--- src/stereo_median_click_repair_macros.svh ---
// Assertion macros shared by the click repair RTL.
`ifndef STEREO_MEDIAN_CLICK_REPAIR_MACROS_SVH
`define STEREO_MEDIAN_CLICK_REPAIR_MACROS_SVH

`ifndef ASSERT_OFF
// Clocked check, disabled while reset is asserted (reset active low)
`define SMCR_ASSERT(label, clk, rst_n, prop, msg) \
    label: assert property (@(posedge clk) disable iff (!(rst_n)) prop) else $error(msg);
// Clocked check that also holds during reset
`define SMCR_ASSERT_ALWAYS(label, clk, prop, msg) \
    label: assert property (@(posedge clk) prop) else $error(msg);
`else
`define SMCR_ASSERT(label, clk, rst_n, prop, msg)
`define SMCR_ASSERT_ALWAYS(label, clk, prop, msg)
`endif

`endif

--- src/smcr_pkg.sv ---
// Shared types and constants for the stereo median click repair block.
package smcr_pkg;

    // Q1.16 fraction registers
    localparam int          FRAC_W   = 17;
    localparam logic [16:0] FRAC_ONE = 17'h10000;

    // Window register width
    localparam int WIN_REG_W = 4;

    // Configuration register indexes
    localparam int          CFG_ADDR_W    = 2;
    localparam logic [1:0]  CFG_THRESHOLD = 2'd0;
    localparam logic [1:0]  CFG_REPAIR    = 2'd1;
    localparam logic [1:0]  CFG_WINDOW    = 2'd2;
    localparam logic [1:0]  CFG_MIX       = 2'd3;

    // Register reset values
    localparam logic [16:0] RST_THRESHOLD = 17'd19661;
    localparam logic [16:0] RST_REPAIR    = 17'd45875;
    localparam logic [3:0]  RST_WINDOW    = 4'd5;
    localparam logic [16:0] RST_MIX       = 17'd65536;

    typedef struct packed {
        logic [FRAC_W-1:0]    threshold_knob;
        logic [FRAC_W-1:0]    repair_amount;
        logic [WIN_REG_W-1:0] window_length;
        logic [FRAC_W-1:0]    wet_mix;
    } t_cfg;

    // Controller to datapath commands
    typedef struct packed {
        logic load_in;   // input transfer: write history, capture sample
        logic scan;      // test one median candidate
        logic rep;       // deviation test and repair product
        logic mix;       // wet/dry product
        logic out_load;  // load output register
        logic busy;      // item in flight
    } t_cmd;

    // Datapath to controller status
    typedef struct packed {
        logic scan_last; // current candidate is the last one in the window
    } t_stat;

endpackage

--- src/smcr_ctrl.sv ---
// Sequencing state machine for the click repair block.
`include "stereo_median_click_repair_macros.svh"

module smcr_ctrl import smcr_pkg::*; (
    input  logic  i_clk,
    input  logic  i_rst_n,
    input  logic  i_in_valid,
    output logic  o_in_ready,
    output logic  o_out_valid,
    input  logic  i_out_ready,
    input  t_stat i_stat,
    output t_cmd  o_cmd
);

    localparam logic [2:0] ST_IDLE = 3'd0;
    localparam logic [2:0] ST_SCAN = 3'd1;
    localparam logic [2:0] ST_REP  = 3'd2;
    localparam logic [2:0] ST_MIX  = 3'd3;
    localparam logic [2:0] ST_DONE = 3'd4;

    logic [2:0] r_state;
    logic [2:0] n_state;
    logic       r_out_valid;
    logic       in_fire;
    logic       out_free;

    assign o_in_ready  = (r_state == ST_IDLE);
    assign in_fire     = i_in_valid && o_in_ready;
    assign out_free    = !r_out_valid || i_out_ready;
    assign o_out_valid = r_out_valid;

    // Next state
    always_comb begin
        n_state = r_state;
        case (r_state)
            ST_IDLE: begin
                if (in_fire) n_state = ST_SCAN;
            end
            ST_SCAN: begin
                if (i_stat.scan_last) n_state = ST_REP;
            end
            ST_REP:  n_state = ST_MIX;
            ST_MIX:  n_state = ST_DONE;
            ST_DONE: begin
                if (out_free) n_state = ST_IDLE;
            end
            default: n_state = ST_IDLE;
        endcase
    end

    // Commands
    always_comb begin
        o_cmd.load_in  = in_fire;
        o_cmd.scan     = (r_state == ST_SCAN);
        o_cmd.rep      = (r_state == ST_REP);
        o_cmd.mix      = (r_state == ST_MIX);
        o_cmd.out_load = (r_state == ST_DONE) && out_free;
        o_cmd.busy     = (r_state != ST_IDLE);
    end

    // State and output valid
    always_ff @(posedge i_clk) begin
        if (!i_rst_n) begin
            r_state     <= ST_IDLE;
            r_out_valid <= 1'b0;
        end else begin
            r_state <= n_state;
            if (o_cmd.out_load) begin
                r_out_valid <= 1'b1;
            end else if (i_out_ready) begin
                r_out_valid <= 1'b0;
            end
        end
    end

    `SMCR_ASSERT(a_accept_starts_scan, i_clk, i_rst_n, in_fire |=> (r_state == ST_SCAN), "accepted item did not start the median scan")
    `SMCR_ASSERT(a_scan_ends, i_clk, i_rst_n, ((r_state == ST_SCAN) && i_stat.scan_last) |=> (r_state == ST_REP), "median scan did not end on last candidate")
    `SMCR_ASSERT(a_done_shows_result, i_clk, i_rst_n, o_cmd.out_load |=> ((r_state == ST_IDLE) && r_out_valid), "loaded result not presented")

endmodule

--- config.mk ---
export PLATFORM = sky130hd
export DESIGN_NAME = smcr_ctrl
export DESIGN_NICKNAME = d
export VERILOG_FILES = /design/src/smcr_pkg.sv /design/src/smcr_ctrl.sv
export VERILOG_INCLUDE_DIRS = /design/src /design/src/src
export SDC_FILE = /design/constraint.sdc
export NUM_CORES = 1
export LEC_CHECK = 0
export BUFFER_PORTS_ARGS = -buffer_cell sky130_fd_sc_hd__buf_2
export CAP_MARGIN = 20
export CORE_AREA = 10 10 47 49
export DETAILED_ROUTE_END_ITERATION = 7
export DIE_AREA = 0 0 57 59
export PLACE_DENSITY_LB_ADDON = 0.3
export SLEW_MARGIN = 10
export SYNTH_ARGS = -nofsm -noshare
export SYNTH_HDL_FRONTEND = slang
export SYNTH_SLANG_ARGS = --single-unit
export TNS_END_PERCENT = 30
--- constraint.sdc ---
create_clock -name i_clk -period 1.8 [get_ports i_clk]
set_clock_uncertainty 0.05 [all_clocks]
set_input_delay 0.36 -clock i_clk [delete_from_list [all_inputs] [get_ports i_clk]]
set_output_delay 0.36 -clock i_clk [all_outputs]
set_load 0.005 [all_outputs]
==> results of run 1 <==
[report_power, final]
group / internal (W) / switching (W)
registers: 0.0000932 / 0.00000691
clock network: 0.0000746 / 0.0000365
logic: 0.0000262 / 0.0000174
[kinds of logic (layout without fill, tap and decap cells)]
family                 Yosys count  in the layout  synth area share, %
and+or+nand+nor                 13             13                 42.9
AOI/OAI and AO/OA                5              5                 18.5
DFF                              4              4                 33.9
buffers and inverters            2             16                 4.76
[cells in the mapped netlist]
master / n / area [um^2]
or3b_1: 1 / 8.76
buf_4: 1 / 7.51
nand2b_1: 3 / 18.8
or3_4: 1 / 11.3
dfxtp_1: 4 / 80.1
nor2b_1: 1 / 6.26
o21bai_1: 1 / 7.51
a21oi_1: 2 / 10.0
or3b_4: 1 / 11.3
and2_1: 1 / 6.26
o2bb2ai_2: 1 / 15.0
nor3b_1: 2 / 15.0
inv_2: 1 / 3.75
nand3b_1: 2 / 15.0
and3b_1: 1 / 8.76
a21boi_2: 1 / 11.3
[flip-flops by register name, indices dropped and copies added, names as in the netlist]
| name | cells |
|---|---|
| o_out_valid | 1 |
| r_state | 3 |
[critical path, delay by kind of cell (launching register included)]
family | cells | cell delay, ns
buffers and inverters | 1 | 0.12
and+or+nand+nor | 2 | 0.54
DFF | 1 | 0.39
[area by class of cell]
| cell class | count | area (um^2) |
|---|---|---|
| fill | 172 | 1070 |
| inverter | 1 | 3.75 |
| sequential | 4 | 80.1 |
| timing repair buffer | 12 | 60.1 |
| tap | 16 | 20.0 |
| clock buffer | 3 | 22.5 |
| multi-input combinational | 18 | 145 |
[per-layer routing]
layer	global-route usage, %	up-vias
met5	0	-
met4	5.03	0
met3	1.93	2
met2	3.41	12
met1	4.51	89
li1	-	112
[worst max-delay path by stage]
stage	start	endpoint	slack, ns	cells after the start
after floorplan	r_state[1]$_SDFFE_PN0P_	o_cmd[5]	0.40	4
final	r_state[2]$_SDFFE_PN0P_	o_cmd[1]	0.11	3
after detailed placement	r_state[2]$_SDFFE_PN0P_	o_cmd[1]	0.36	3
after global routing	r_state[2]$_SDFFE_PN0P_	o_cmd[1]	0.04	3
after CTS	r_state[2]$_SDFFE_PN0P_	o_cmd[1]	0.09	3
after global placement	r_state[2]$_SDFFE_PN0P_	o_cmd[1]	0.37	3
[per-stage QoR]
step | utilization, % | hold WS (ns) | cells | power (W) | setup slack, ns
after floorplan | - | 0.418 | 24 | 0.000127 | 0.399
after global placement | 22.1 | 0.465 | 51 | 0.000146 | 0.367
after detailed placement | 22.1 | 0.462 | 51 | 0.000147 | 0.365
after CTS | 23.7 | 0.317 | 54 | 0.000266 | 0.0896
after global routing | 23.7 | 0.326 | 54 | 0.000278 | 0.0367
final | 23.7 | 0.328 | 54 | 0.000255 | 0.107
==> metrics.cfg, run 1 <==
[critical_path]
r2r_cells = 2
timing.rr.start = r_state[2]$_SDFFE_PN0P_
cpMaxStageDelayCell = or3b_4
crit_arrival_ns = 1.28
worstReg2RegEnd = o_out_valid$_SDFFE_PN0P_
cp_max_fo = 6
worstPathCellList = or3b_4 > nor2b_1 > buf_2
cp.required_ns = 1.39
cp-start-kind = flip-flop
crit_type = flip-flop to output port
cpPeakStageDelay_ns = 0.42
end_kind = output port
r2r_slack_ns = 0.74

[synth]
yosys_register_bits = 4
synthCells = 24
yosys_warnings = 0
yosysSeqAreaShare_pct = 33.9
synth_cell_type_count = 16
syn_avg_cell_area_um2 = 9.85
synth_nets = 29
netlist_area_um2 = 236

[power_and_ir_drop]
p_per_area_nw_per_um2 = 769
p_leak_nw = 0.149
irDropWorstVdd_v = 0.000338

[layout]
antenna_cells = 0
final_common_cell = buf_2
nets = 45
fin_area_um2 = 332
layout_common_cells = buf_2 (12), dfxtp_1 (4), nand2b_1 (3), clkbuf_4 (3)
drive_gt1_share_pct = 52.6
synthToLayoutAreaGrowth_pct = 40.2

[clock_network]
cts_tree = yes
clk_pin_slew_ns = 0.04
clkLatencyLatePin_ns = 0.23
post_cts_buffers = 0
htree_levels = 1
cts_resized = 0
cts_buffers = 3
cts_hold_buf = 0
clock_sinks = 4
cts_max_path_buffers = 2
cts_root_buf = clkbuf_4

[job]
maxCapViolCount = 0

[min_path]
hold_depth = 2
holdPathEnd = r_state[2]$_SDFFE_PN0P_
hold_class = input pin to flip-flop
min-delay-start = i_rst_n

[floorplanning]
core_um2 = 1400
die_width_um = 57
dieArea_um2 = 3360
start_util_pct = 16.9
io_pins = 13
rows = 14
die_y_um = 59

[place]
portBuffers = 12
gp_congestion = 0.571
post_dp_cell_area_um2 = 309
dp_hpwl_um = 481

[routing]
wl_met3_um = 61
drt-initial-drc-count = 0
wirelength_met1_um = 328
vias = 215
top_layer_used = met4
firstDrtPassIters = 1
wl_met2_um = 203
wl_per_cell_um = 11.1
drcViolationCount = 0
vias_per_cell = 3.98
routed_wl_um = 598
postRouteAntennaNets = 0

[sta]
slew_headroom_pct = 84.3
min_period_ns = 1.69
fin_crit_sh_pct = 94.0
fmax_mhz = 591
setup_tns_ns = 0
rsz0062_at_grt = false
hold_viol = 0
slew_viol_final = 0
setup_viol = 0
worst-slew-pin-transition_ns = 0.235

[run_status]
status = complete, no violations

[global_route]
grt_pass1_wl_um = 910
grt_pass1_vias = 239
gr-total-overflow = 0
antenna_found_initial = 0
grt_max_degree = 10
grt_use_total_pct = 3.63

Note: power is estimated with default switching activity, not from simulation.
==> run 2, diff against run 1 <==
ABC_AREA = 1   (was unset)
==> metrics.cfg, run 2 <==
[run_status]
status = complete, no violations

[layout]
largest_reg_flops = 3
antenna_cells = 0
nets = 60
layout_common_cells = buf_2 (12), inv_1 (10), nor2_1 (10)
synthToLayoutAreaGrowth_pct = 38.2
fin_util_pct = 24.6
regMostFlops = r_state
final_common_cell = buf_2
drive_gt1_share_pct = 39.6

[synth]
netlist_area_um2 = 249
yosysSeqAreaShare_pct = 32.2
syn_avg_cell_area_um2 = 6.38
synth_nets = 44
synth_common_cells = inv_1 (10), nor2_1 (10), dfxtp_1 (4), nand3_1 (4), nand3_2 (2)
yosys_warnings = 0
ys_async_sr_fraction_pct = 0
synthFlopType = dfxtp_1
post-synth-top-area-fraction_pct = 32.2
synth_cell_type_count = 14
synth-edff-count = 0
synthCells = 39
yosys_register_bits = 4
ys_top_cells_by_area = dfxtp_1 (32%), inv_1 (15%), nor2_1 (15%), nand3_1 (8.0%), nand3_2 (8.0%)
yosys.area.top_type = dfxtp_1

[sta]
setup_tns_ns = 0
hold_viol = 0
setup_viol = 0
worst-slew-pin-transition_ns = 0.222
min_period_ns = 1.54
rsz0062_at_grt = false
slew_headroom_pct = 85.2
fin_crit_sh_pct = 85.5
fmax_mhz = 650
slew_viol_final = 0

[global_route]
met1_usage_pct = 2.60
antenna_found_initial = 0
grt_pass1_wl_um = 993
grtUsageMet2_pct = 6.67
grt_pass1_vias = 258
grt_max_degree = 7
gr-total-overflow = 0
top_usage_layer = met2
use_met3_pct = 3.22
grt_use_total_pct = 4.10

[clock_network]
clock_sinks = 4
cts_tree = yes
clkLatencyLatePin_ns = 0.23
cts_hold_buf = 0
post_cts_buffers = 0
cts_resized = 0
cts_buffers = 3
htree_levels = 1
cts_root_buf = clkbuf_4
cts_max_path_buffers = 2
clk_pin_slew_ns = 0.04

[floorplanning]
dieArea_um2 = 3360
die_width_um = 57
io_pins = 13
core_um2 = 1400
die_y_um = 59
rows = 14
start_util_pct = 17.8

[critical_path]
cp_max_fo = 4
timing.rr.start = r_state[0]$_SDFFE_PN0P_
crit_arrival_ns = 1.13
cp-start-kind = flip-flop
critPathLaunch = r_state[2]$_SDFFE_PN0P_
cp.required_ns = 1.39
crit_type = flip-flop to output port
end_kind = output port

[routing]
postRouteAntennaNets = 0
drcViolationCount = 0
vias_per_cell = 3.83
wl_per_cell_um = 9.20
firstDrtPassIters = 3
routed_wl_um = 635
drt-initial-drc-count = 6
vias = 264

[place]
dp_hpwl_um = 522
gp_congestion = 0.677
portBuffers = 12

[min_path]
hold_class = input pin to flip-flop
min-delay-start = i_rst_n

[power_and_ir_drop]
p_per_area_nw_per_um2 = 830
irDropWorstVdd_v = 0.000234
p_leak_nw = 0.199

[job]
maxCapViolCount = 0

==> run 2: cell types whose count changed after synthesis, sizes merged, moves of 2 or more <==
cell,change
or3b,-2
nor2,+11
nand3b,-2
nor3b,-2
inv,+10
nand3,+6
nand2b,-3
nand2,+2
==> run 2: cells by family after synthesis <==
| group | synth area share, % |
|---|---|
| compound gates | 4.02 |
| buf+inv | 19.6 |
| flops | 32.2 |
| simple gates | 44.2 |
==> run 2: final timing paths <==
kind	end	slack, ns	cells past startpoint
worst max-delay path	o_cmd[5]	0.26	6
worst min-delay path	r_state[0]$_SDFFE_PN0P_	0.34	3
worst max register to register	r_state[0]$_SDFFE_PN0P_	0.77	5
worst min register to register	r_state[2]$_SDFFE_PN0P_	0.50	2
==> run 2: final cells by class <==
class | count | area, um^2
Sequential cell | 4 | 80.1
Timing Repair Buffer | 12 | 60.1
Clock buffer | 3 | 22.5
Fill cell | 168 | 1060
Tap cell | 16 | 20.0
Inverter | 11 | 41.3
Multi-Input combinational cell | 23 | 120
==> run 2: stage by stage <==
| step | total power [W] | setup slack [ns] | instances | cell area, um^2 | hold slack [ns] |
|---|---|---|---|---|---|
| after floorplan | 0.000153 | 0.498 | 39 | 249 | 0.456 |
| after global placement | 0.000178 | 0.506 | 66 | 322 | 0.490 |
| after detailed placement | 0.000178 | 0.496 | 66 | 322 | 0.495 |
| after CTS | 0.000294 | 0.240 | 69 | 344 | 0.337 |
| after global routing | 0.000317 | 0.108 | 69 | 344 | 0.345 |
| final | 0.000286 | 0.261 | 69 | 344 | 0.344 |
==> run 2: worst max-delay path: stages, from the launching register on <==
cell and delay, ns:
dfxtp_1 0.32, inv_1 0.13, nand2_2 0.07, nor2_1 0.14, inv_2 0.05, nor2_1 0.07, buf_2 0.11
==> run 2: where the power goes <==
part / leakage, nW / switching (W) / internal (W)
clock network: 0.0138 / 0.0000361 / 0.0000745
logic: 0.152 / 0.0000402 / 0.0000320
registers: 0.0327 / 0.00000793 / 0.0000949
==> run 2: per-layer routing <==
layer  vias to the layer above  wire length (um)  share of wire (%)
met3                         2                43                6.8
met5                         -                 0                  0
met1                       112               219                 34
li1                        147                 -                  -
met4                         0                11                1.7
met2                         3               360                 57
